[config.mk]
export PLATFORM = sky130hd
export DESIGN_NAME = sfe_out_buf
export DESIGN_NICKNAME = d
export VERILOG_FILES = /design/src/rtl/sfe_pkg.sv /design/src/rtl/sfe_out_buf.sv
export SDC_FILE = /design/constraint.sdc
export NUM_CORES = 1
export LEC_CHECK = 0
export ABC_AREA = 1
export BUFFER_PORTS_ARGS = -buffer_cell sky130_fd_sc_hd__clkbuf_2
export CORE_ASPECT_RATIO = 0.6
export CORE_MARGIN = 4
export CORE_UTILIZATION = 50
export DETAILED_ROUTE_END_ITERATION = 8
export GPL_TIMING_DRIVEN = 0
export PLACE_DENSITY = 0.77
export SLEW_MARGIN = 20
export SYNTH_ARGS = -nofsm -noshare
export SYNTH_HDL_FRONTEND = slang
export SYNTH_SLANG_ARGS = --single-unit
[constraint.sdc]
create_clock -name clk -period 5.8 [get_ports clk]
set_clock_uncertainty 0.1 [all_clocks]
set_input_delay 1.74 -clock clk [delete_from_list [all_inputs] [get_ports clk]]
set_output_delay 1.74 -clock clk [all_outputs]
set_load 0.02 [all_outputs]
[src/rtl/sfe_pkg.sv]
package sfe_pkg;

	localparam int MAX_BINS    = 512;
	localparam int MAX_DELAY   = 32;
	localparam int SAMPLE_BITS = 24;

	// Register field widths.
	localparam int GAIN_W      = 16;
	localparam int DELAY_CFG_W = 6;
	localparam int BINS_CFG_W  = 10;
	localparam int CFG_DATA_W  = 16;
	localparam int CFG_IDX_W   = 2;

	localparam int GAIN_RESET  = 58982;
	localparam int DELAY_RESET = 21;
	localparam int BINS_RESET  = 512;

	localparam logic [CFG_IDX_W-1:0] REG_ECHO_GAIN    = CFG_IDX_W'(0);
	localparam logic [CFG_IDX_W-1:0] REG_DELAY_FRAMES = CFG_IDX_W'(1);
	localparam logic [CFG_IDX_W-1:0] REG_BINS_IN_USE  = CFG_IDX_W'(2);

	localparam int BIN_W   = $clog2(MAX_BINS);
	localparam int SLOT_W  = $clog2(MAX_DELAY);
	localparam int ADDR_W  = SLOT_W + BIN_W;
	localparam int PAIR_W  = 2 * SAMPLE_BITS;
	localparam int TDATA_W = ((PAIR_W + 7) / 8) * 8;

	typedef logic signed [SAMPLE_BITS-1:0] sample_t;
	typedef logic [ADDR_W-1:0] addr_t;

	// Address of one bin in the history and whether it closes its frame.
	typedef struct packed {
		addr_t addr;
		logic  last;
	} bin_tag_t;

	typedef struct packed {
		logic              en;
		addr_t             addr;
		logic [PAIR_W-1:0] data;
	} store_wr_t;

	typedef struct packed {
		sample_t re;
		sample_t im;
		logic    last;
		logic    clip;
	} result_t;

endpackage

[src/rtl/sfe_out_buf.sv]
module sfe_out_buf
	import sfe_pkg::*;
(
	input  logic               clk,
	input  logic               arst_n,
	input  logic               push,
	input  result_t            result,
	output logic               full,
	output logic               m_axis_tvalid,
	input  logic               m_axis_tready,
	output logic [TDATA_W-1:0] m_axis_tdata,
	output logic               m_axis_tlast,
	output logic               m_axis_tuser
);

	logic    v_s3;
	result_t result_s3;
	logic    skid_v_q;
	result_t skid_q;

	// The skid entry catches the one beat that leaves stage 2 in the cycle the
	// output stalls; its fill then holds the pipeline.
	always_ff @(posedge clk or negedge arst_n) begin
		if (!arst_n) begin
			v_s3     <= 1'b0;
			skid_v_q <= 1'b0;
		end else if (skid_v_q) begin
			if (m_axis_tready) begin
				skid_v_q <= 1'b0;
			end
		end else if (push) begin
			if (v_s3 && !m_axis_tready) begin
				skid_v_q <= 1'b1;
			end else begin
				v_s3 <= 1'b1;
			end
		end else if (m_axis_tready) begin
			v_s3 <= 1'b0;
		end
	end

	always_ff @(posedge clk) begin
		if (skid_v_q) begin
			if (m_axis_tready) begin
				result_s3 <= skid_q;
			end
		end else if (push) begin
			if (v_s3 && !m_axis_tready) begin
				skid_q <= result;
			end else begin
				result_s3 <= result;
			end
		end
	end

	assign full          = skid_v_q;
	assign m_axis_tvalid = v_s3;
	assign m_axis_tdata  = TDATA_W'({result_s3.im, result_s3.re});
	assign m_axis_tlast  = result_s3.last;
	assign m_axis_tuser  = result_s3.clip;

	a_skid_behind_out: assert property (@(posedge clk) disable iff (!arst_n)
		skid_v_q |-> v_s3)
		else $error("skid entry held without an output beat");

	a_no_push_when_full: assert property (@(posedge clk) disable iff (!arst_n)
		skid_v_q |-> !push)
		else $error("beat pushed into a full output buffer");

endmodule

# Word-level counts from Yosys, hierarchy flattened
# Cells that the tools add are included.
# W data, S select, Z words.
# classes
n_bitwise,1
eq_ne,3
n_reduce_logical,7
n_mux,11
# op_table
cell,n
$mux W50,4
$reduce_and A3 Y1,3
$mux W1,7
$ne A2 B2 Y1 const B,3
$reduce_bool A2 Y1,2
$logic_and A1 B1 Y1,1
$logic_not A1 Y1,1
$not A1 Y1,1
# word_totals
wordCells,32
input_bits,54
register_bits,102
output_inout_bits,52

# Longest topological paths before layout
# logic_depth
word_depth,5
mapped_depth,5
depth_no_buf,4

# Worst setup path before layout
# OpenSTA, ideal clock, no wires.
# synth_path
kind,input to register
startpoint,input port push
endpoint,register result_s3 (netlist bit m_axis_tdata[0]) (enable)
path_slack_ns,2.287
arrival_time_ns,3.005
path_stages,4
required_ns,5.291
path_cell_list,inv_1 > nor2_1 > nand2_1 > nand2_1
# synth_between
elab_chain_cells,2
# synth_rtl
item,line_no,source
start: declaration,sfe_out_buf.sv:6,"input logic push,"
$reduce_bool A2 Y1 (no line),-,
$reduce_and A3 Y1 (no line),-,
end signal: assignment,sfe_out_buf.sv:45,result_s3 <= skid_q;
end signal: assignment,sfe_out_buf.sv:51,result_s3 <= result;
end: declaration,sfe_out_buf.sv:17,result_t result_s3;
# Every way passes these cells.
# A chain may end at the register's enable or synchronous reset.

# Worst setup path after layout
# layout_path
startpoint,input port push
endpoint,register skid_q[45] (netlist name) (enable)
# layout_between
elab_chain_cells,1
# layout_rtl
item,line_no,source
$reduce_and A3 Y1 (no line),-,
end signal: assignment,sfe_out_buf.sv:49,skid_q <= result;
end: declaration,sfe_out_buf.sv:19,result_t skid_q;
# Every way passes these cells.

==> flow_summary.yaml <==
timing:
  final_max_slew_viol_count: 0
  timing_worst_slew_pin_value_ns: 0.6713
  setup_repair_after_global_routing_missed_its_margin: "no"
  final_count_of_hold_timing_violations: 0
  final_number_of_setup_violating_endpoints: 0
  setup-tns-final_ns: 0
  whs_ns: 0.4138
  timing.final.crit_share: 0.4813
  timing.max_slew.rel_slack: 0.5525
  max_clock_freq_mhz: 358.2
  final_period_minus_worst_setup_slack_ns: 2.792
global_routing:
  grt-ovfl-total: 0
  grt_max_degree: 51
  grt_antenna_before_repair: 0
  globalRouteTotalUtil: 0.1649
  first_pass_grt_wire_length_um: 11560
  first_global_vias: 2398
synth:
  ys_ff_latch: 102
  yosys_warnings: 0
  synth_seq_area_share: 0.7927
  syn_area_um2: 3851
  post_synth_num_cell_types: 11
  synth_xor_area_frac: 0
  synthSimpleGateAreaFrac: 0.1712
  post_synth.cell_area_avg_um2: 13.75
  synth_fa_ha_area_frac: 0
  synth.mux.area_fraction: 0
  synthCells: 280
  synth_top_family_by_area: "simple AND/OR/NAND/NOR gates"
  synth-compound-area-share: 0
  syn-num-nets: 334
finish:
  drive_gt1_frac: 0.3831
  area_growth_syn_to_layout_pct: 25.34
  n_antenna_cell: 0
  layout.cells.most_common_list: "138 x sky130_fd_sc_hd__nand2_1, 105 x sky130_fd_sc_hd__clkbuf_2, 100 x sky130_fd_sc_hd__edfxtp_1"
  design.final.nets: 451
  n_fill_cell: 588
  sequential_cell_area_in_the_final_layout_um2: 3053
  area_occupied_by_multi_input_gates_um2: 666.9
  layout_commonest_cell: "sky130_fd_sc_hd__nand2_1"
clock_tree:
  ctsLongestPathBuffers: 2
  cts_resized: 0
  clk_transition_reported_paths_ns: 0.06
  root_buffer: "sky130_fd_sc_hd__clkbuf_16"
  ctsHoldBuffers: 0
  cts_setup_buffers: 0
  clock_h_tree_levels: 3
  cts_tree: "done"
  clock_network_latency_to_the_later_pin_of_the_worst_skew_pair_ns: 0.33
  cts_inserted_buffers: 9
  clock_sink_count: 102
placed_design:
  gp_congestion: 0.7565
  portBuffers: 105
  dp_hpwl_um: 5061
die:
  die_y_um: 75.98
  row_count: 24
  initial_core_util: 0.5213
  floorplan.die_area_um2: 9216
  pin_count: 106
  die_width_um: 121.3
  core_area_um2: 7387
run_status:
  status: "complete, no violations"
route:
  count_of_unresolved_drc_violations_after_routing: 0
  via_count: 2371
  detailed_route_vias_per_instance: 4.686
  drt-wirelength-per-cell_um: 14.27
  postRouteAntennaNets: 0
  firstDrtPassIters: 4
  wl_um: 7220
  drt_iter0_drc: 132
power:
  ir_drop_uv: 188.2
  power_per_cell_area_nw_per_um2: 381.1
  total_power_w: 0.001840
  power_leakage_nw: 2.099
critical_path:
  critPathKind: "input pin to flip-flop"
  timing.critical_path.required_ns: 5.74
  timing.critical_path.from_type: "input pin"
  end_kind: "flip-flop"
  crit_path_max_fanout: 28
  worst-endpoint-arrival_ns: 2.73
hold_path:
  holdCritPathClass: "flip-flop to flip-flop"
job:
  max_cap_violations: 0
power by group:
group,internal (W),switching (W)
clock network,0.000334,0.000250
logic,0.0000998,0.000213
registers,0.000918,0.0000240
total,0.00135,0.000487
cell type report:
class / count / share of cell area
Sequential cell: 102 / 0.6325
Multi-Input combinational cell: 162 / 0.1382
Timing Repair Buffer: 106 / 0.1130
Clock buffer: 11 / 0.04821
Tap cell: 104 / 0.02696
Buffer: 11 / 0.02333
Clock inverter: 5 / 0.01244
Inverter: 5 / 0.005443
registers in the layout, indices dropped and copies added (netlist names):
| signal | flops |
|---|---|
| m_axis_tlast | 1 |
| skid_q | 50 |
| full | 1 |
| m_axis_tvalid | 1 |
| m_axis_tdata | 48 |
| m_axis_tuser | 1 |
final timing paths:
check / depth (start not counted) / endpoint / startpoint / slack, ns
worst max-delay path: 6 / skid_q[45] / push / 3.01
worst min-delay path: 2 / m_axis_tdata[5] / skid_q[31] / 0.41
worst max register to register: 5 / skid_q[45] / full / 3.97
worst min register to register: 2 / m_axis_tdata[5] / skid_q[31] / 0.41
max in group asynchronous: 1 / m_axis_tvalid / arst_n / 4.42
min in group asynchronous: 1 / full / arst_n / 1.08
routing by layer:
| metal | track usage | vias up | share of wire |
|---|---|---|---|
| met1 | 0.2106 | 1098 | 0.43 |
| met5 | 0 | - | 0 |
| met4 | 0.05034 | 0 | 0.0084 |
| met2 | 0.2612 | 96 | 0.46 |
| met3 | 0.06602 | 7 | 0.10 |
| li1 | - | 1170 | - |
critical path, stage by stage:
cell and delay, ns:
sky130_fd_sc_hd__clkbuf_2 0.10, sky130_fd_sc_hd__inv_1 0.04, sky130_fd_sc_hd__nor2_1 0.11, sky130_fd_sc_hd__nand2_1 0.10, sky130_fd_sc_hd__inv_2 0.36, sky130_fd_sc_hd__buf_12 0.26
synthesized netlist by cell type:
cell | instances | share of area
sky130_fd_sc_hd__nand2_1 | 139 | 0.14
sky130_fd_sc_hd__edfxtp_1 | 100 | 0.78
sky130_fd_sc_hd__nand2_2 | 20 | 0.032
sky130_fd_sc_hd__buf_4 | 5 | 0.0097
sky130_fd_sc_hd__buf_6 | 4 | 0.012
sky130_fd_sc_hd__inv_1 | 4 | 0.0039
sky130_fd_sc_hd__buf_8 | 2 | 0.0078
sky130_fd_sc_hd__dfrtp_1 | 2 | 0.013
sky130_fd_sc_hd__nor2_1 | 2 | 0.0020
sky130_fd_sc_hd__inv_8 | 1 | 0.0029
sky130_fd_sc_hd__nand3_1 | 1 | 0.0013
logic make-up (layout without fill, tap and decap cells):
family	after synthesis	count (layout)
buffers and inverters	16	138
flip-flops	102	102
AND/OR/NAND/NOR	162	162
stage by stage:
step,cell area [µm²],instances,worst slack [ns],utilization
finish,4827,506,3.008,0.6535
global placement,4507,489,1.648,0.6101
CTS,4827,506,3.008,0.6535
global route,4827,506,2.852,0.6535
detailed placement,4534,490,2.651,0.6138
floorplan,3851,280,2.287,-
No activity file was read; power rests on OpenSTA's default activity.
