<file path="src/rtl/sfe_pkg.sv">
package sfe_pkg;

	localparam int MAX_BINS    = 512;
	localparam int MAX_DELAY   = 32;
	localparam int SAMPLE_BITS = 24;

	// Register field widths.
	localparam int GAIN_W      = 16;
	localparam int DELAY_CFG_W = 6;
	localparam int BINS_CFG_W  = 10;
	localparam int CFG_DATA_W  = 16;
	localparam int CFG_IDX_W   = 2;

	localparam int GAIN_RESET  = 58982;
	localparam int DELAY_RESET = 21;
	localparam int BINS_RESET  = 512;

	localparam logic [CFG_IDX_W-1:0] REG_ECHO_GAIN    = CFG_IDX_W'(0);
	localparam logic [CFG_IDX_W-1:0] REG_DELAY_FRAMES = CFG_IDX_W'(1);
	localparam logic [CFG_IDX_W-1:0] REG_BINS_IN_USE  = CFG_IDX_W'(2);

	localparam int BIN_W   = $clog2(MAX_BINS);
	localparam int SLOT_W  = $clog2(MAX_DELAY);
	localparam int ADDR_W  = SLOT_W + BIN_W;
	localparam int PAIR_W  = 2 * SAMPLE_BITS;
	localparam int TDATA_W = ((PAIR_W + 7) / 8) * 8;

	typedef logic signed [SAMPLE_BITS-1:0] sample_t;
	typedef logic [ADDR_W-1:0] addr_t;

	// Address of one bin in the history and whether it closes its frame.
	typedef struct packed {
		addr_t addr;
		logic  last;
	} bin_tag_t;

	typedef struct packed {
		logic              en;
		addr_t             addr;
		logic [PAIR_W-1:0] data;
	} store_wr_t;

	typedef struct packed {
		sample_t re;
		sample_t im;
		logic    last;
		logic    clip;
	} result_t;

endpackage

</file>
<file path="src/rtl/sfe_mac.sv">
module sfe_mac
	import sfe_pkg::*;
(
	input  logic              clk,
	input  logic              arst_n,
	input  logic              advance,
	input  logic              accept,
	input  sample_t           x_re,
	input  sample_t           x_im,
	input  bin_tag_t          tag,
	input  logic [GAIN_W-1:0] gain,
	input  logic [PAIR_W-1:0] rdata_s1,
	output logic              push,
	output result_t           result,
	output store_wr_t         wr
);

	localparam int PROD_W  = GAIN_W + SAMPLE_BITS + 1;
	localparam int ACC_W   = PROD_W + 1;
	localparam int FRAC_W  = GAIN_W;
	localparam int SUM_W   = ACC_W - FRAC_W;
	localparam int ROUND_C = 1 << (FRAC_W - 1);

	// Stage 1: history word (or forwarded sum) times gain.
	logic              v_s1;
	sample_t           x_re_s1, x_im_s1;
	bin_tag_t          tag_s1;
	logic              fwd_hit_s1;
	logic [PAIR_W-1:0] fwd_s1;

	// Stage 2: round, add the input bin, saturate, write back.
	logic                     v_s2;
	sample_t                  x_re_s2, x_im_s2;
	bin_tag_t                 tag_s2;
	logic signed [PROD_W-1:0] prod_re_s2, prod_im_s2;

	sample_t                  h_re, h_im;
	logic signed [PROD_W-1:0] gain_ext, prod_re, prod_im;
	logic signed [ACC_W-1:0]  acc_re, acc_im;
	logic [SAMPLE_BITS:0]     sat_re, sat_im;

	function automatic logic [SAMPLE_BITS:0] saturate(input logic [SUM_W-1:0] v);
		logic [SUM_W-SAMPLE_BITS:0] hi_bits;
		logic [SAMPLE_BITS:0]       r;
		hi_bits = v[SUM_W-1:SAMPLE_BITS-1];
		if (&hi_bits || ~|hi_bits) begin
			r = {1'b0, v[SAMPLE_BITS-1:0]};
		end else if (v[SUM_W-1]) begin
			r = {1'b1, 1'b1, {(SAMPLE_BITS-1){1'b0}}};
		end else begin
			r = {1'b1, 1'b0, {(SAMPLE_BITS-1){1'b1}}};
		end
		return r;
	endfunction

	// The memory read misses only the write of the item leaving stage 2 in the
	// same cycle; bins two apart may share an address, so that sum is forwarded.
	assign h_re     = fwd_hit_s1 ? sample_t'(fwd_s1[SAMPLE_BITS-1:0])
	                             : sample_t'(rdata_s1[SAMPLE_BITS-1:0]);
	assign h_im     = fwd_hit_s1 ? sample_t'(fwd_s1[PAIR_W-1:SAMPLE_BITS])
	                             : sample_t'(rdata_s1[PAIR_W-1:SAMPLE_BITS]);
	assign gain_ext = PROD_W'($signed({1'b0, gain}));
	assign prod_re  = gain_ext * PROD_W'(h_re);
	assign prod_im  = gain_ext * PROD_W'(h_im);

	// x + round(p / 2^16) folded into one add before the shift.
	assign acc_re = (ACC_W'(x_re_s2) <<< FRAC_W) + ACC_W'(prod_re_s2) + ACC_W'(ROUND_C);
	assign acc_im = (ACC_W'(x_im_s2) <<< FRAC_W) + ACC_W'(prod_im_s2) + ACC_W'(ROUND_C);
	assign sat_re = saturate(acc_re[ACC_W-1:FRAC_W]);
	assign sat_im = saturate(acc_im[ACC_W-1:FRAC_W]);

	always_ff @(posedge clk or negedge arst_n) begin
		if (!arst_n) begin
			v_s1 <= 1'b0;
			v_s2 <= 1'b0;
		end else if (advance) begin
			v_s1 <= accept;
			v_s2 <= v_s1;
		end
	end

	always_ff @(posedge clk) begin
		if (advance) begin
			if (accept) begin
				x_re_s1    <= x_re;
				x_im_s1    <= x_im;
				tag_s1     <= tag;
				fwd_hit_s1 <= v_s2 && (tag_s2.addr == tag.addr);
				fwd_s1     <= {sat_im[SAMPLE_BITS-1:0], sat_re[SAMPLE_BITS-1:0]};
			end
			x_re_s2    <= x_re_s1;
			x_im_s2    <= x_im_s1;
			tag_s2     <= tag_s1;
			prod_re_s2 <= prod_re;
			prod_im_s2 <= prod_im;
		end
	end

	assign push        = advance && v_s2;
	assign result.re   = sample_t'(sat_re[SAMPLE_BITS-1:0]);
	assign result.im   = sample_t'(sat_im[SAMPLE_BITS-1:0]);
	assign result.last = tag_s2.last;
	assign result.clip = sat_re[SAMPLE_BITS] || sat_im[SAMPLE_BITS];
	assign wr.en       = push;
	assign wr.addr     = tag_s2.addr;
	assign wr.data     = {sat_im[SAMPLE_BITS-1:0], sat_re[SAMPLE_BITS-1:0]};

	a_neighbors_differ: assert property (@(posedge clk) disable iff (!arst_n)
		v_s1 && v_s2 |-> tag_s1.addr != tag_s2.addr)
		else $error("adjacent bins share a history address");

endmodule

</file>
<file path="config.mk">
export PLATFORM = sky130hd
export DESIGN_NAME = sfe_mac
export DESIGN_NICKNAME = d
export VERILOG_FILES = /design/src/rtl/sfe_pkg.sv /design/src/rtl/sfe_mac.sv
export SDC_FILE = /design/constraint.sdc
export NUM_CORES = 2
export LEC_CHECK = 0
export BUFFER_PORTS_ARGS = -buffer_cell sky130_fd_sc_hd__buf_2
export CORE_ASPECT_RATIO = 1.25
export CORE_MARGIN = 1.5
export CORE_UTILIZATION = 58
export CTS_CLUSTER_DIAMETER = 100
export DETAILED_ROUTE_END_ITERATION = 8
export GPL_TIMING_DRIVEN = 0
export PLACE_DENSITY = 0.8
export SLEW_MARGIN = 15
export SYNTH_ARGS = -nofsm -noshare
export SYNTH_HDL_FRONTEND = slang
export SYNTH_SLANG_ARGS = --single-unit
export TNS_END_PERCENT = 50
</file>
<file path="constraint.sdc">
create_clock -name clk -period 7.1 [get_ports clk]
set_input_delay 0.355 -clock clk [delete_from_list [all_inputs] [get_ports clk]]
set_output_delay 0.355 -clock clk [all_outputs]
set_load 0.03 [all_outputs]
</file>
Word-level counts from Yosys, hierarchy flattened. Cells that the tools add are included.

Bits in registers: 259. Bits in latches: 0. Bits in writable memories: 0. ROM bits: 0. Bits of input ports: 131. Output and inout bits: 114. Logic and storage cells: 39. Memories kept: 0.

Add/sub/neg operators: 4. Multiply operators: 2. Div/mod/pow operators: 0. Order comparisons: 0. Equality and inequality tests: 1. Shifts and indexed selects: 0. Multiplexer cells: 6. Bitwise gates (word level): 0. Reduce and logical (&&, ||, !) cells: 12.

Operators with widths (number): 24-bit 2-to-1 mux (4); 40-bit by 41-bit adder with 42-bit output (2); 42-bit by 17-bit adder with 42-bit output (second input constant) (2); 17-bit by 24-bit multiplier with 41-bit output (2); 25-bit 2-to-1 mux (2); 14-bit == test (1); 3-bit AND reduction (2); 3-bit OR reduction (2); 1-bit logical OR (3); 1-bit logical AND (2); 1-bit zero test (2); 2-bit AND reduction (1).

Longest topological paths before layout.
Depth in word-level cells: 7. Gate-level depth with buffers: 27. Mapped depth without buffers: 25.

Worst setup path after synthesis. No wires, ideal clock.

Kind: reg-to-reg. Start point: register fwd_hit_s1. End point: register prod_re_s2[40], data pin. Setup time: 0.266 ns. Arrival: 6.859 ns. Required time: 6.834 ns. Slack: -0.025 ns. Stages on the path, launching flop included: 25. Path buffers: 3. Clock period less this slack: 7.125 ns. Cell sequence: edfxtp_1 clkbuf_1 buf_1 mux2_2 clkbuf_1 nand2_1 fa_1 fa_1 fa_1 inv_1 fa_1 fa_1 inv_1 fa_1 inv_1 ha_1 a21oi_1 nand2_1 o221a_2 o21a_1 o21a_1 o211a_1 o41ai_1 o41ai_1 xnor2_1.

Longest elaborated chain between the ends: 2.

Ends and longest elaborated chain: from (decl) (line sfe_mac.sv:28) `logic fwd_hit_s1;`; from (signal assigned) (line sfe_mac.sv:88) `fwd_hit_s1 <= v_s2 && (tag_s2.addr == tag.addr);`; 24-bit 2-to-1 mux (line sfe_mac.sv:58) `assign h_re = fwd_hit_s1 ? sample_t'(fwd_s1[SAMPLE_BITS-1:0])`; 17-bit by 24-bit multiplier with 41-bit output (line sfe_mac.sv:63) `assign prod_re = gain_ext * PROD_W'(h_re);`; net prod_re[40] (line sfe_mac.sv:38) `logic signed [PROD_W-1:0] gain_ext, prod_re, prod_im;`; to (signal assigned) (line sfe_mac.sv:94) `prod_re_s2 <= prod_re;`; to (decl) (line sfe_mac.sv:35) `logic signed [PROD_W-1:0] prod_re_s2, prod_im_s2;`.

The timed path passes the listed nets, and every way through them passes these cells. A chain may end at the register's enable or synchronous reset.

Worst setup path in the final report.
Start point: register fwd_hit_s1. End point: register prod_re_s2[39], data pin.

The elaborated chain is that of the path after synthesis.

==> impl_metrics.py <==
metrics = {
    "synthesis": {
        "synth_cells": 3802,
        "synth_most_common_cell": "inv_1",
        "syn-num-nets": 4933,
        "seq_area_frac_synth_pct": 18.00,
        "synth_common_cells": "inv_1 (916), fa_1 (752), nand2_1 (511)",
        "synth_flop_cell": "edfxtp_1",
        "synth_top_area_share_pct": 39.47,
        "ys_seq_elements": 229,
        "synth.area.top_cells": "fa_1 (39%), edfxtp_1 (18%), inv_1 (9.0%)",
        "yosysTopAreaCell": "fa_1",
        "synth_area_mm2": 0.03814,
        "ys_warn_count": 0,
        "synth_edf_count": 227,
        "syn_area_per_cell_um2": 10.03,
        "synth-async-reset-ratio_pct": 0.8734,
        "yosysUniqueCellTypes": 78,
    },
    "sta": {
        "period_share_pct": 100.5,
        "slew_violations": 0,
        "worst_slew_pin_slew_ns": 1.109,
        "skew_ns": 0.007720,
        "min_period_ns": 7.138,
        "setup-violations-final": 2,
        "relSlewSlack_pct": 26.04,
        "hold_viol": 0,
        "rsz0062_at_grt": "yes",
        "fin_ws_ns": -0.03815,
        "holdWs_ns": 0.05165,
        "fmax_mhz": 140.1,
    },
    "clock_tree": {
        "root_buffer": "clkbuf_16",
        "clock-sinks": 229,
        "cts_tree": "done",
        "clock_latency_ns": 0.55,
        "htreeDepth": 1,
        "ctsLongestPathBuffers": 3,
        "numCtsBuffers": 24,
        "clkTransAtPathRegs_ns": 0.06,
    },
    "run_status": {
        "violations": "negative setup slack",
        "status": "finished with violations",
    },
    "place": {
        "port_buffers": 229,
        "hpwl_um": 82490,
        "place_area_mm2": 0.04046,
        "gp_congestion": 0.9709,
    },
    "die": {
        "die_area_mm2": 0.06732,
        "ios": 245,
        "start_util_pct": 58.98,
        "fp.dieW_um": 232.4,
        "rows": 104,
        "die_h_um": 289.7,
        "coreArea_mm2": 0.06467,
    },
    "route": {
        "antenna_left": 0,
        "routed_wl_um": 104600,
        "routedWlPerCell_um": 20.74,
        "drtIter0Drc": 2071,
        "vias_per_cell": 5.611,
        "firstDrtPassIters": 8,
        "vias": 28290,
        "drc": 0,
    },
    "worst_setup_path": {
        "r2r_slack_ns": -0.04,
        "start_kind": "flip-flop",
        "arrival_ns": 7.44,
        "cp_max_fo": 6,
        "worstPathRequired_ns": 7.40,
        "critPathKind": "flip-flop to flip-flop",
        "end_kind": "flip-flop",
    },
    "global_route": {
        "antenna_found_initial": 5,
        "grt_max_degree": 70,
        "grt_pass1_vias": 30200,
        "overflow": 0,
        "grt_pass1_wl_um": 160300,
        "grt_usage_pct": 31.45,
    },
    "min_path": {
        "hp-class": "primary input to flip-flop",
    },
    "run": {
        "drv_cap": 0,
    },
    "finish": {
        "final_nets": 5305,
        "finalInstanceArea_mm2": 0.04351,
        "syn2layout_area_growth_pct": 14.08,
        "drive_gt1_share_pct": 14.46,
    },
}
==> cell usage in the layout (no fill, tap or decap), drive strengths merged, types with 18 or more instances in the layout <==
master	netlist	layout
a21o	71	71
a21oi	95	95
and2	302	302
buf	62	371
clkbuf	133	134
dlygate4sd3	0	64
edfxtp	227	227
fa	752	752
ha	248	248
inv	916	915
mux2	51	51
nand2	512	512
nand3	18	18
nand4	19	19
nor2	32	32
o21a	18	18
o21ai	39	39
o22ai	22	22
xnor2	82	82
xor2	40	40
==> path summary, 6_finish.rpt <==
path,from,to,cells after the start
worst max-delay path,fwd_hit_s1,prod_re_s2[39],27
worst min-delay path,accept,v_s1,2
worst max register to register,fwd_hit_s1,prod_re_s2[39],27
worst min register to register,x_re_s1[18],x_re_s2[18],0
max in group asynchronous,arst_n,v_s2,2
min in group asynchronous,arst_n,v_s1,2
==> final cells by class <==
class	count	area, um2
well taps	848	1061
fillers	4808	21160
multi-input cells	2462	27470
flip-flops and latches	229	6867
plain buffers	184	1374
diodes	3	7.507
clock buffers	28	615.6
repair buffers	357	2429
inverters	916	3442
clock inverters	15	241.5
==> metal layers <==
metal / vias to the layer above / track usage, % / wire, um
li1: 12220 / - / -
met1: 14300 / 36.88 / 35780
met2: 1365 / 53.36 / 51920
met3: 405 / 6.122 / 9159
met4: 4 / 19.53 / 7677
met5: - / 0 / 28
==> sequential cells by signal (all words and copies together) (netlist names) <==
signal	count
fwd_s1	48
result	1
x_im_s2	24
x_re_s1	24
wr	14
prod_im_s2	26
prod_re_s2	26
v_s2	1
x_im_s1	24
x_re_s2	24
fwd_hit_s1	1
tag_s1	15
v_s1	1
==> cell families after synthesis <==
family / count (synthesis) / synth area share, %
buf+inv: 1111 / 11.56
fa+ha+maj: 1000 / 47.61
simple gates: 955 / 12.13
compound gates: 331 / 6.266
flops: 229 / 18.00
xor+xnor: 122 / 2.851
mux: 54 / 1.584
==> per-stage QoR <==
stage	utilization, %	worst slack [ns]	setup TNS [ns]	instances
2_1_floorplan	-	0.006391	0	3802
3_3_place_gp	62.39	-2.584	-102.37	4879
3_5_place_dp	62.56	-2.225	-76.30	4883
4_1_cts	66.11	-0.006527	-0.006527	5003
5_1_grt	67.27	-0.2042	-1.443	5039
6_report	67.28	-0.03815	-0.06148	5042
==> what timing repair did <==
item / CTS / global route
hold endpoints to repair: 65 / 0
pin swaps: 16 / 81
hold buffers: 64 / 0
gates resized for setup: 177 / 120
buffers inserted: 20 / 38
gates cloned: 0 / 2
endpoints found under the setup margin: 52 / 30
==> critical path, stage by stage (launching register included) <==
cell	delay, ns
edfxtp_1	0.38
buf_6	0.16
clkbuf_16	0.20
buf_16	0.17
mux2_4	0.38
buf_4	0.18
and2_1	0.16
fa_1	0.48
inv_1	0.05
fa_1	0.48
fa_1	0.53
inv_1	0.06
fa_1	0.47
fa_1	0.51
inv_1	0.06
fa_1	0.48
inv_1	0.06
ha_4	0.23
nand4_1	0.14
nor2_1	0.08
nor2_1	0.18
nand2_2	0.13
o21a_4	0.24
o211a_4	0.26
o41ai_4	0.35
buf_4	0.20
o31ai_2	0.08
xnor2_1	0.15
Power is not shown: default switching activity piles up to over one toggle a cycle in this logic, so the estimate is an artifact.
