**src/rtl/sfe_pkg.sv**
```systemverilog
package sfe_pkg;

	localparam int MAX_BINS    = 512;
	localparam int MAX_DELAY   = 32;
	localparam int SAMPLE_BITS = 24;

	// Register field widths.
	localparam int GAIN_W      = 16;
	localparam int DELAY_CFG_W = 6;
	localparam int BINS_CFG_W  = 10;
	localparam int CFG_DATA_W  = 16;
	localparam int CFG_IDX_W   = 2;

	localparam int GAIN_RESET  = 58982;
	localparam int DELAY_RESET = 21;
	localparam int BINS_RESET  = 512;

	localparam logic [CFG_IDX_W-1:0] REG_ECHO_GAIN    = CFG_IDX_W'(0);
	localparam logic [CFG_IDX_W-1:0] REG_DELAY_FRAMES = CFG_IDX_W'(1);
	localparam logic [CFG_IDX_W-1:0] REG_BINS_IN_USE  = CFG_IDX_W'(2);

	localparam int BIN_W   = $clog2(MAX_BINS);
	localparam int SLOT_W  = $clog2(MAX_DELAY);
	localparam int ADDR_W  = SLOT_W + BIN_W;
	localparam int PAIR_W  = 2 * SAMPLE_BITS;
	localparam int TDATA_W = ((PAIR_W + 7) / 8) * 8;

	typedef logic signed [SAMPLE_BITS-1:0] sample_t;
	typedef logic [ADDR_W-1:0] addr_t;

	// Address of one bin in the history and whether it closes its frame.
	typedef struct packed {
		addr_t addr;
		logic  last;
	} bin_tag_t;

	typedef struct packed {
		logic              en;
		addr_t             addr;
		logic [PAIR_W-1:0] data;
	} store_wr_t;

	typedef struct packed {
		sample_t re;
		sample_t im;
		logic    last;
		logic    clip;
	} result_t;

endpackage

```
**src/rtl/sfe_seq.sv**
```systemverilog
module sfe_seq
	import sfe_pkg::*;
(
	input  logic                  clk,
	input  logic                  arst_n,
	input  logic                  cfg_valid,
	input  logic [CFG_IDX_W-1:0]  cfg_index,
	input  logic [CFG_DATA_W-1:0] cfg_data,
	input  logic                  accept,
	output logic [GAIN_W-1:0]     gain,
	output bin_tag_t              tag
);

	logic [GAIN_W-1:0] gain_q;
	logic [BIN_W-1:0]  last_bin_q;
	logic [SLOT_W-1:0] last_slot_q;
	logic [BIN_W-1:0]  pos_q;
	logic [SLOT_W-1:0] slot_q;

	// Registers keep the clamped count minus one, ready for the frame-end compare.
	function automatic logic [BIN_W-1:0] bins_last(input logic [BINS_CFG_W-1:0] v);
		logic [BIN_W-1:0] r;
		priority if (32'(v) < 2) begin
			r = BIN_W'(1);
		end else if (32'(v) > MAX_BINS) begin
			r = BIN_W'(MAX_BINS - 1);
		end else begin
			r = BIN_W'(v - 1'b1);
		end
		return r;
	endfunction

	function automatic logic [SLOT_W-1:0] delay_last(input logic [DELAY_CFG_W-1:0] v);
		logic [SLOT_W-1:0] r;
		priority if (32'(v) < 1) begin
			r = '0;
		end else if (32'(v) > MAX_DELAY) begin
			r = SLOT_W'(MAX_DELAY - 1);
		end else begin
			r = SLOT_W'(v - 1'b1);
		end
		return r;
	endfunction

	always_ff @(posedge clk or negedge arst_n) begin
		if (!arst_n) begin
			gain_q      <= GAIN_W'(GAIN_RESET);
			last_slot_q <= SLOT_W'(DELAY_RESET - 1);
			last_bin_q  <= BIN_W'(BINS_RESET - 1);
			pos_q       <= '0;
			slot_q      <= '0;
		end else begin
			if (cfg_valid) begin
				unique case (cfg_index)
					REG_ECHO_GAIN:    gain_q      <= cfg_data[GAIN_W-1:0];
					REG_DELAY_FRAMES: last_slot_q <= delay_last(cfg_data[DELAY_CFG_W-1:0]);
					REG_BINS_IN_USE:  last_bin_q  <= bins_last(cfg_data[BINS_CFG_W-1:0]);
					default: ;
				endcase
			end
			if (accept) begin
				if (tag.last) begin
					pos_q  <= '0;
					slot_q <= (slot_q >= last_slot_q) ? '0 : slot_q + 1'b1;
				end else begin
					pos_q <= pos_q + 1'b1;
				end
			end
		end
	end

	assign gain      = gain_q;
	assign tag.addr  = {slot_q, pos_q};
	assign tag.last  = (pos_q >= last_bin_q);

endmodule

```
**config.mk**
```make
export PLATFORM = sky130hd
export DESIGN_NAME = sfe_seq
export DESIGN_NICKNAME = d
export VERILOG_FILES = /design/src/rtl/sfe_pkg.sv /design/src/rtl/sfe_seq.sv
export SDC_FILE = /design/constraint.sdc
export NUM_CORES = 1
export LEC_CHECK = 0
export ABC_AREA = 1
export BUFFER_PORTS_ARGS = -buffer_cell sky130_fd_sc_hd__buf_2
export CORE_MARGIN = 2
export CORE_UTILIZATION = 25
export CTS_BUF_LIST = sky130_fd_sc_hd__clkbuf_4
export CTS_CLUSTER_SIZE = 14
export DETAILED_ROUTE_END_ITERATION = 16
export PLACE_DENSITY = 0.54
export SETUP_SLACK_MARGIN = 0.02
export SYNTH_ARGS = -nofsm -noshare
export SYNTH_HDL_FRONTEND = slang
export SYNTH_SLANG_ARGS = --single-unit
```
**constraint.sdc**
```tcl
create_clock -name clk -period 5.2 [get_ports clk]
set_clock_uncertainty 0.2 [all_clocks]
set_input_delay 0.26 -clock clk [delete_from_list [all_inputs] [get_ports clk]]
set_output_delay 0.26 -clock clk [all_outputs]
set_load 0.01 [all_outputs]
```
==> Yosys cells after proc, flatten, opt, wreduce, memory -nomap -nowiden <==
Index checks and enable logic that the tools add are counted.
{ "totals": {"ff_bits": 44, "latchBits": 0, "mem_bits_rw": 0, "rom_bits": 0, "in_bits": 22, "word_cells": 28, "mem_count": 0} }
{ "classes": {"n_addsub": 4, "multipliers": 0, "div_mod_pow": 0, "n_lt_le_gt_ge": 6, "n_eq_ne": 2, "n_shift": 0, "mux": 6, "n_bitwise": 0, "n_reduce_logical": 5} }
{ "op_table": {"columns": ["op", "count"], "rows": [
  ["9-bit 2-to-1 mux", 3],
  ["5-bit 2-to-1 mux", 3],
  ["10-bit greater-than comparator, second input constant", 1],
  ["10-bit by 2-bit < comparator with 1-bit output, second input constant", 1],
  ["9-bit by 1-bit adder with 9-bit output, second input constant", 1],
  ["9-bit greater-or-equal comparator", 1],
  ["9-bit by 1-bit subtractor with 9-bit output, second input constant", 1],
  ["2-bit AND reduction", 4],
  ["6-bit greater-than comparator, second input constant", 1],
  ["6-bit by 1-bit < comparator with 1-bit output, second input constant", 1],
  ["5-bit by 1-bit adder with 5-bit output, second input constant", 1],
  ["5-bit greater-or-equal comparator", 1],
  ["5-bit by 1-bit subtractor with 5-bit output, second input constant", 1],
  ["2-bit by 1-bit == test with 1-bit output, second input constant", 1],
  ["2-bit == test, second input constant", 1],
  ["2-bit logical NOT", 1]
]} }

==> Logic depth before layout (Yosys ltp) <==
Gate-level depths: netlist (run 1).
{ "depth": {"word_depth": 3, "mapped_depth": 11, "depth_no_buf": 11} }

==> Worst setup path before layout (run 1) <==
OpenSTA, ideal clock, no wires.
{ "synth_timing": {"path_kind": "reg2out", "from": "register last_bin_q[8]", "to": "output port tag[0] (netlist name)", "arrival_ps": 1427, "path_slack_ps": 3313, "path_stages_with_launch": 8, "cell_sequence": "dfstp_2 > inv_1 > ha_1 > nand2_1 > inv_1 > a21oi_1 > nand4_2 > buf_6"} }
{ "synth_rtl": {"columns": ["item", "line_no", "rtl"], "rows": [
  ["start, declared", "sfe_seq.sv:15", "logic [BIN_W-1:0] last_bin_q;"],
  ["start signal, assigned", "sfe_seq.sv:49", "last_bin_q <= BIN_W'(BINS_RESET - 1);"],
  ["start signal, assigned", "sfe_seq.sv:57", "REG_BINS_IN_USE: last_bin_q <= bins_last(cfg_data[BINS_CFG_W-1:0]);"],
  ["end, declared", "sfe_seq.sv:11", "output bin_tag_t tag"]
]} }

==> results of run 1 <==
-- kinds of logic (layout without fill, tap and decap cells) --
| kind of cell | count (synthesis) | after routing |
|---|---|---|
| AO/OA/AOI/OAI | 34 | 34 |
| AND/OR/NAND/NOR | 138 | 138 |
| buffers and inverters | 55 | 124 |
| multiplexers | 7 | 7 |
| XOR/XNOR | 11 | 11 |
| flip-flops | 44 | 44 |
| adder cells (fa/ha/maj) | 17 | 17 |
-- placed cells by master (no fill, tap or decap), types with 3 or more instances in the layout --
master         Yosys  final
nand3_1           18     18
a21oi_1           10     10
nand2_1           85     85
inv_1             46     46
clkbuf_4           0      5
o22ai_1            4      4
o21ai_0           15     15
nor3_4             3      3
inv_2              4      4
xnor2_1            3      3
mux2_2             7      7
dfstp_2           20     20
ha_1              17     17
dlygate4sd3_1      0     14
nor2_1            18     18
xor2_1             8      8
buf_2              1     52
dfrtp_1           24     24
-- power groups by stage --
stage	sequential (mW)	combinational [mW]	clock, mW
CTS	0.505	0.400	0.180
floorplan	0.524	0.238	0
finish	0.503	0.393	0.166
global placement	0.509	0.374	0
global route	0.517	0.458	0.189
detailed placement	0.510	0.389	0
-- final cells by class --
cell class	instances	area [um^2]
Sequential cell	44	1130
Clock buffer	5	37.5
Inverter	50	188
Multi-Input combinational cell	207	1230
Clock inverter	3	13.8
Fill cell	1122	7020
Timing Repair Buffer	66	400
Tap cell	136	170
-- stage by stage --
step	utilization, %	instance area (um^2)	hold WS (ps)	cells	worst slack [ps]
after detailed placement	29.2	2970	260	489	2940
final	31.1	3160	26.7	511	2540
after global placement	29.2	2970	259	489	2990
after CTS	31.1	3160	5.71	511	2510
after floorplan	-	2580	-236	306	3310
after global routing	31.1	3160	42.8	511	2320
-- sequential cells by signal, summed over array words and instances, names as in the netlist --
register and flops:
last_bin_q 9, pos_q 9, slot_q 5, last_slot_q 5, gain 16
-- path summary, 6_finish.rpt --
| path | start | to | slack [ps] | cells after the start |
|---|---|---|---|---|
| max | last_bin_q[8] | tag[0] | 2540 | 7 |
| min | cfg_data[0] | gain[0] | 30 | 3 |
| max reg2reg | last_bin_q[8] | slot_q[1] | 2960 | 9 |
| min reg2reg | last_bin_q[1] | last_bin_q[1] | 280 | 2 |
| max in group asynchronous | arst_n | gain[4] | 3800 | 2 |
| min in group asynchronous | arst_n | slot_q[4] | 370 | 2 |
-- critical path: stages, from the launching register on --
cell	delay (ps)
dfstp_2	550
inv_1	40
ha_1	290
nand2_1	90
inv_1	40
a21oi_1	170
nand4_2	360
buf_2	280
-- per-layer routing --
metal  vias up  part of all wire (%)
met5         -                     0
met4         0                  0.89
met3         5                   5.7
li1       1105                     -
met1       967                    50
met2        50                    44
==> metrics.cfg, run 1 <==
[pwr]
cell_internal_pwr_mw=0.653
power.leakage_nw=1.65
p_comb_share_pct=37.0
switching_share_pct=38.5
p_seq_share_pct=47.4
power_density_nw_per_um2=336
switchingPower_mw=0.409
peakVddDrop_v=0.000141
power_frac_clock_pct=15.7
totalPowerFinal_mw=1.06

[critical_path]
crit_type=flop to output port
worst-endpoint-arrival_ps=2200
critPathRequiredTime_ps=4740
crit_path_max_fanout=16
worst_setup_path_start_kind=flop
worst_setup_path_end_kind=output port

[layout]
fin_nets=413
diodes=0
syn2layout_area_growth_pct=22.6
drive_gt1_share_pct=27.7

[synthesis]
yosysSeqAreaShare_pct=43.6
synthSimpleGateAreaFrac_pct=24.9
yosys.area_share.xor_xnor_pct=3.73
syn_area_per_cell_um2=8.43
post_synth_most_frequent_cells=nand2_1 (85), inv_1 (46), dfrtp_1 (24)
synthAdderAreaFrac_pct=8.24
synth_most_common_cell=nand2_1
synth_nets=345
synth_top_area_share_pct=23.3
synthMuxAreaShare_pct=3.06
synth_area_leaders=dfrtp_1 (23%), dfstp_2 (20%), nand2_1 (12%)
async_reset_ff_share_pct=100
syn_inst=306
synth_edf_count=0
ys_warn_count=0
syn_area_um2=2580
synth_cell_types=35
yosys.area.top_type=dfrtp_1
ys_seq_elements=44
synth_compound_area_share_pct=7.61
synth_top_family_by_area=simple AND/OR/NAND/NOR gates
synth_ff_type=dfrtp_1

[hold_path]
min_path_type=input pin to flop

[floorplanning]
core_area_um2=10200
dieHeight_um=106
die_w_um=106
start_util_pct=25.3
io_pins=53
fp-row-count=37
dieArea_um2=11100

[sta]
tns_ps=0
slew_violations=0
hold_viol_final=0
rsz0062_at_grt=false
worst_slew_pin_slew_ps=992
fmax_mhz=376
setup_viol=0
fin_crit_ps=2660
maxSlewHeadroom_pct=33.9
fin_crit_sh_pct=51.2

[global_routing]
grt_busiest_layer=met2
antenna_found_initial=0
use_met1_pct=14.7
global_route.usage.met3_pct=2.91
grt_use_total_pct=10.9
grt_pass1_vias=2106
grt_util_met2_pct=17.4
grt_pass1_wl_um=9840
overflow=0
grt_max_degree=45

[run]
maxCapViolations=0

[detailed_routing]
wirelength_um=5730
num_vias=2127
drtPass1Iterations=4
wl_per_cell_um=11.2
drc=0
via_per_inst=4.16
postRouteAntennaNets=0
drt_iter0_drc=42

[placed_design]
gp_congestion=0.784
port_buffers=52
dp_hpwl_um=4270

[clocking]
cts_hold_repair.buffers=14
clockBufferDepth=2
cts_tree=built
postCtsSetupBuffers=0
htree_levels=2
cts_buffers=5
cts_root_buf=clkbuf_4
clk_latency_ps=360
clock-sinks=44
ctsResizeCount=0
clk_pin_slew_ps=130

[status]
status=completed

(Power assumes the default switching activity.)
==> run 2, diff against run 1 <==
clock period = 2.6 ns   (was 5.2 ns; I/O delays follow)
==> metrics.cfg, run 2 (synthesized netlist as in run 1, its figures left out) <==
[status]
status=completed

[pwr]
p_seq_share_pct=46.2  ; -1.2 points
cell_internal_pwr_mw=1.36  ; +110%
peakVddDrop_v=0.000279  ; +98%
power_frac_clock_pct=15.1  ; -0.6 points
power.leakage_nw=1.71  ; +4.1%
power_density_nw_per_um2=663  ; +98%
switchingPower_mw=0.829  ; +100%
switching_share_pct=37.9  ; -0.57 points
p_comb_share_pct=38.6  ; +1.6 points

[detailed_routing]
drtPass1Iterations=4  ; unchanged
postRouteAntennaNets=0  ; unchanged
drc=0  ; unchanged
drt_iter0_drc=65  ; +55%
wl_per_cell_um=10.8  ; -3.4%
wirelength_um=5680  ; -0.80%
via_per_inst=4.16  ; about the same
num_vias=2185  ; +2.7%

[placed_design]
gp_congestion=0.739  ; -5.7%
port_buffers=52  ; unchanged
dp_hpwl_um=4150  ; -2.7%
place_inst=489  ; unchanged

[sta]
fin_crit_ps=2320
hold_viol_final=0  ; unchanged
slew_violations=0  ; unchanged
setup_viol=0  ; unchanged
fin_crit_sh_pct=89.2
rsz0062_at_grt=false
maxSlewHeadroom_pct=34.0  ; +0.15 points
fmax_mhz=431
tns_ps=0  ; unchanged
worst_slew_pin_slew_ps=990  ; -2.22 ps

[critical_path]
path_cells=inv_1, ha_1, nand2_1, inv_1, a21oi_1, nand4_4, buf_2
path_delay_family=flip-flops
crit_path_max_fanout=10  ; -6
worst_setup_path_start_kind=flop
max_stage_delay_ps=550  ; about the same
critPathRequiredTime_ps=2270  ; -2470 ps
worst-endpoint-arrival_ps=1990  ; -210 ps
rr_startpoint=last_bin_q[4]
worst_setup_path_end_kind=output port
ff2ff_setup_slack_ps=450  ; -2510 ps
crit_buf_inv=3  ; unchanged
crit_type=flop to output port
cpMostUsedCell=inv_1
slowest_stage=dfstp_2
timing.rr.end=slot_q[2]
reg2reg_depth=10  ; +1

[floorplanning]
fp-row-count=37  ; unchanged
start_util_pct=25.3  ; unchanged
dieHeight_um=106  ; unchanged
io_pins=53  ; unchanged
die_w_um=106  ; unchanged
dieArea_um2=11100  ; unchanged
core_area_um2=10200  ; unchanged

[layout]
final_cell_mix=nand2_1 (85), buf_2 (52), inv_1 (46), dfrtp_1 (24), dlygate4sd3_1 (22)
layout_commonest_cell=nand2_1
diodes=0  ; unchanged
drive_gt1_share_pct=28.3  ; +0.54 points
largest_reg_flops=16  ; unchanged
fin_nets=427  ; +3.4%
syn2layout_area_growth_pct=27.8
fin_cells=525  ; +2.7%

[hold_path]
min_from=cfg_valid
min_path_type=input pin to flop
hold-path-endpoint=gain[5]
whs_path_depth=3  ; unchanged

[global_routing]
grt_pass1_vias=2126  ; +0.95%
grt_max_degree=45  ; unchanged
grt_pass1_wl_um=10100  ; +2.8%
grt_use_total_pct=11.1  ; +0.18 points
overflow=0  ; unchanged
antenna_found_initial=0  ; unchanged

[clocking]
clk_latency_ps=360  ; about the same
cts_root_buf=clkbuf_4
clockBufferDepth=2  ; unchanged
htree_levels=2  ; unchanged
clock-sinks=44  ; unchanged
clk_pin_slew_ps=140  ; about the same
cts_tree=built
cts_buffers=5  ; unchanged

[run]
maxCapViolations=0  ; unchanged

-- run 2: cell count changes in the layout (fill, tap and decap cells not counted) --
| cell | delta |
|---|---|
| dlygate4sd3_1 | +8 |
| buf_4 | +6 |
| nand4_2 | -1 |
| nand4_4 | +1 |
-- run 2: power groups by stage --
| stage | logic [mW] | clock network (mW) | registers (mW) |
|---|---|---|---|
| global route | 0.989 | 0.372 | 1.04 |
| global placement | 0.750 | 0 | 1.02 |
| finish | 0.845 | 0.331 | 1.01 |
| detailed placement | 0.772 | 0 | 1.03 |
| floorplan | 0.477 | 0 | 1.05 |
| CTS | 0.803 | 0.354 | 1.01 |
-- run 2: through the flow --
| step | total power, mW | utilization (%) | hold slack (ps) | setup slack, ps | area, um^2 |
|---|---|---|---|---|---|
| 2_1_floorplan | 1.52 | - | -366 | 751 | 2580 |
| 5_1_grt | 2.40 | 32.4 | 50.7 | 108 | 3300 |
| 6_report | 2.19 | 32.4 | 37.3 | 280 | 3300 |
| 4_1_cts | 2.17 | 31.8 | 25.6 | 72.2 | 3240 |
| 3_3_place_gp | 1.77 | 29.2 | 141 | 497 | 2970 |
| 3_5_place_dp | 1.80 | 29.2 | 155 | 434 | 2970 |
-- run 2: repair_timing --
action / 4_1_cts / 5_1_grt
gates resized for setup: 0 / 1
endpoints found under the setup margin: 0 / 1
hold endpoints to repair: 68 / 0
hold buffers: 22 / 0
buffers inserted: 0 / 6
-- run 2: area by class of cell --
class / instances / area, um^2
Fill cell: 1109 / 6890
Multi-Input combinational cell: 207 / 1240
Sequential cell: 44 / 1130
Timing Repair Buffer: 80 / 526
Inverter: 50 / 188
Tap cell: 136 / 170
Clock buffer: 5 / 37.5
Clock inverter: 3 / 13.8
-- run 2: worst max-delay path by stage --
stage                        startpoint  cells after the start         to
after CTS                 last_bin_q[8]                      7     tag[0]
after detailed placement  last_bin_q[8]                      9  slot_q[1]
after floorplan           last_bin_q[8]                      9  slot_q[2]
after global placement    last_bin_q[8]                      9  slot_q[3]
after global routing      last_bin_q[8]                      7     tag[0]
final                     last_bin_q[8]                      7     tag[0]
-- run 2: worst min-delay path: cells and delay by family --
kind / cells / cell delay [ps]
simple gates: 1 / 230
buf+inv: 1 / 120
compound gates: 1 / 110
-- run 2: routing by layer --
| metal | track usage [%] | vias to the layer above | share of wire (%) |
|---|---|---|---|
| met3 | 2.29 | 4 | 5.5 |
| li1 | - | 1134 | - |
| met4 | 2.82 | 0 | 0.97 |
| met1 | 16.0 | 988 | 50 |
| met2 | 16.8 | 59 | 43 |
| met5 | 0 | - | 0 |
==> run 3, diff against run 2 <==
CORE_UTILIZATION = 50   (was 25)
PLACE_DENSITY = 0.85   (was 0.54)
==> metrics.cfg, run 3 (synthesized netlist as in run 1, its figures left out) <==
[sta]
setup_viol=0  ; unchanged
worst_slack_ps=237  ; -43.2 ps
fin_crit_sh_pct=90.9  ; +1.7 points
slew_violations=0  ; unchanged
fmax_mhz=423  ; -1.8%
hold_viol_final=0  ; unchanged
tns_ps=0  ; unchanged
maxSlewHeadroom_pct=38.3  ; +4.2 points
rsz0062_at_grt=false
worst_slew_pin_slew_ps=926  ; -63.7 ps
fin_crit_ps=2360  ; +43.2 ps

[critical_path]
path_depth=7  ; unchanged
crit_buf_inv=3  ; unchanged
crit_path_max_fanout=16  ; +6
critPathRequiredTime_ps=2270  ; about the same
max_stage_delay_ps=540  ; about the same
path_delay_family=flip-flops
crit_type=flop to output port
worst-endpoint-arrival_ps=2030  ; +40 ps
worst_setup_path_start_kind=flop
cpMostUsedCell=inv_1
reg2reg_depth=9  ; -1
rr_startpoint=last_bin_q[7]
worst_setup_path_end_kind=output port
slowest_stage=dfstp_2
crit_path_start=last_bin_q[7]
path_cells=inv_1, ha_1, nand2_1, inv_1, a21oi_1, nand4_4, buf_2

[layout]
post-route-util_pct=63.0  ; +31 points
fin_nets=421  ; -1.4%
final_cell_mix=nand2_1 (85), buf_2 (52), inv_1 (46), dfrtp_1 (24), dlygate4sd3_1 (22)
syn2layout_area_growth_pct=23.1
drive_gt1_share_pct=27.4  ; -0.86 points
layout_commonest_cell=nand2_1
final_area_um2=3180  ; -3.7%
diodes=0  ; unchanged
largest_reg_flops=16  ; unchanged

[floorplanning]
core_area_um2=5040  ; -50%
dieHeight_um=75.8  ; -28%
start_util_pct=51.2  ; +26 points
die_w_um=75.8  ; -28%
dieArea_um2=5750  ; -48%
io_pins=53  ; unchanged
fp-row-count=26  ; -30%

[pwr]
p_seq_share_pct=46.9  ; +0.7 points
power.leakage_nw=1.68  ; -1.9%
cell_internal_pwr_mw=1.33  ; -1.7%
switchingPower_mw=0.818  ; -1.4%
power_density_nw_per_um2=678  ; +2.2%
power_frac_clock_pct=15.9  ; +0.8 points
p_comb_share_pct=37.2  ; -1.4 points
switching_share_pct=38.0  ; +0.066 points
peakVddDrop_v=0.000448  ; +61%

[placed_design]
gp_congestion=0.855  ; +16%
dp_hpwl_um=3920  ; -5.6%
place_ws_ps=461  ; +26.6 ps
port_buffers=52  ; unchanged
postPlaceCellArea_um2=2890  ; -2.8%

[detailed_routing]
num_vias=2226  ; +1.9%
postRouteAntennaNets=0  ; unchanged
drtPass1Iterations=4  ; unchanged
via_per_inst=4.91  ; +18%
wl_per_cell_um=12.1  ; +12%
wirelength_um=5490  ; -3.3%
drt_iter0_drc=88  ; +35%
drc=0  ; unchanged

[global_routing]
antenna_found_initial=0  ; unchanged
grt_pass1_vias=2154  ; +1.3%
overflow=0  ; unchanged
grt_use_total_pct=21.7  ; +11 points
grt_max_degree=45  ; unchanged
grt_pass1_wl_um=9560  ; -5.5%

[clocking]
postCtsSetupBuffers=0  ; unchanged
clock-sinks=44  ; unchanged
cts_root_buf=clkbuf_4
clockBufferDepth=2  ; unchanged
htree_levels=2  ; unchanged
cts_tree=built
cts_buffers=5  ; unchanged
clk_pin_slew_ps=150  ; about the same
clk_latency_ps=360  ; about the same

[status]
status=completed

[hold_path]
whs_path_depth=3  ; unchanged
min_path_type=input pin to flop
min_from=cfg_valid

[run]
maxCapViolations=0  ; unchanged

-- run 3: cell types whose count changed in the layout (fill, tap and decap cells not counted), sizes merged --
cell / delta
clkbuf: +1
clkinv: -2
clkinvlp: +1
buf: -6
-- run 3: through the flow --
step | std cells | hold WS (ps) | power (mW)
after global placement | 423 | 107 | 1.74
after floorplan | 306 | -366 | 1.52
after detailed placement | 423 | 133 | 1.79
final | 453 | 19.9 | 2.15
after CTS | 453 | 20.1 | 2.16
after global routing | 453 | 54.0 | 2.34
-- run 3: metal layers --
| metal | vias to the layer above | share of wire [%] | GRT usage [%] | wire [um] |
|---|---|---|---|---|
| met5 | - | 0 | 0 | 0 |
| met4 | 0 | 1.0 | 6.43 | 57 |
| met3 | 8 | 5.4 | 5.29 | 297 |
| met2 | 63 | 52 | 38.5 | 2840 |
| met1 | 1036 | 42 | 26.1 | 2300 |
| li1 | 1119 | - | - | - |
-- run 3: worst paths after layout --
kind / to / slack (ps)
max in group asynchronous: slot_q[3] / 1390
min reg2reg: last_bin_q[2] / 280
min in group asynchronous: gain[7] / 220
max reg2reg: slot_q[0] / 540
min: gain[5] / 20
max: tag[0] / 240
-- run 3: final cells by class --
| cell class | instances | area [um^2] |
|---|---|---|
| Sequential cell | 44 | 1130 |
| Tap cell | 70 | 87.6 |
| Timing Repair Buffer | 74 | 480 |
| Fill cell | 426 | 1870 |
| Clock inverter | 2 | 12.5 |
| Multi-Input combinational cell | 207 | 1240 |
| Inverter | 50 | 188 |
| Clock buffer | 6 | 45.0 |
-- run 3: repair_timing --
action | in CTS | in global routing
hold buffers | 22 | 0
gates resized for setup | 0 | 1
setup endpoints to repair | 0 | 1
hold endpoints to repair | 68 | 0
-- run 3: power by group through the flow --
stage	sequential, mW	combinational, mW	clock (mW)
after floorplan	1.05	0.477	0
after global placement	1.01	0.733	0
after detailed placement	1.02	0.771	0
after CTS	1.01	0.801	0.352
after global routing	1.03	0.929	0.384
final	1.01	0.801	0.342
-- run 3: worst register-to-register path: cells and delay by family (launching register included) --
kind                       cells  cell delay [ps]
DFF                            1              540
buffers and inverters          2               90
and+or+nand+nor                5              680
AOI/OAI and AO/OA              1              220
adders and majority gates      1              270
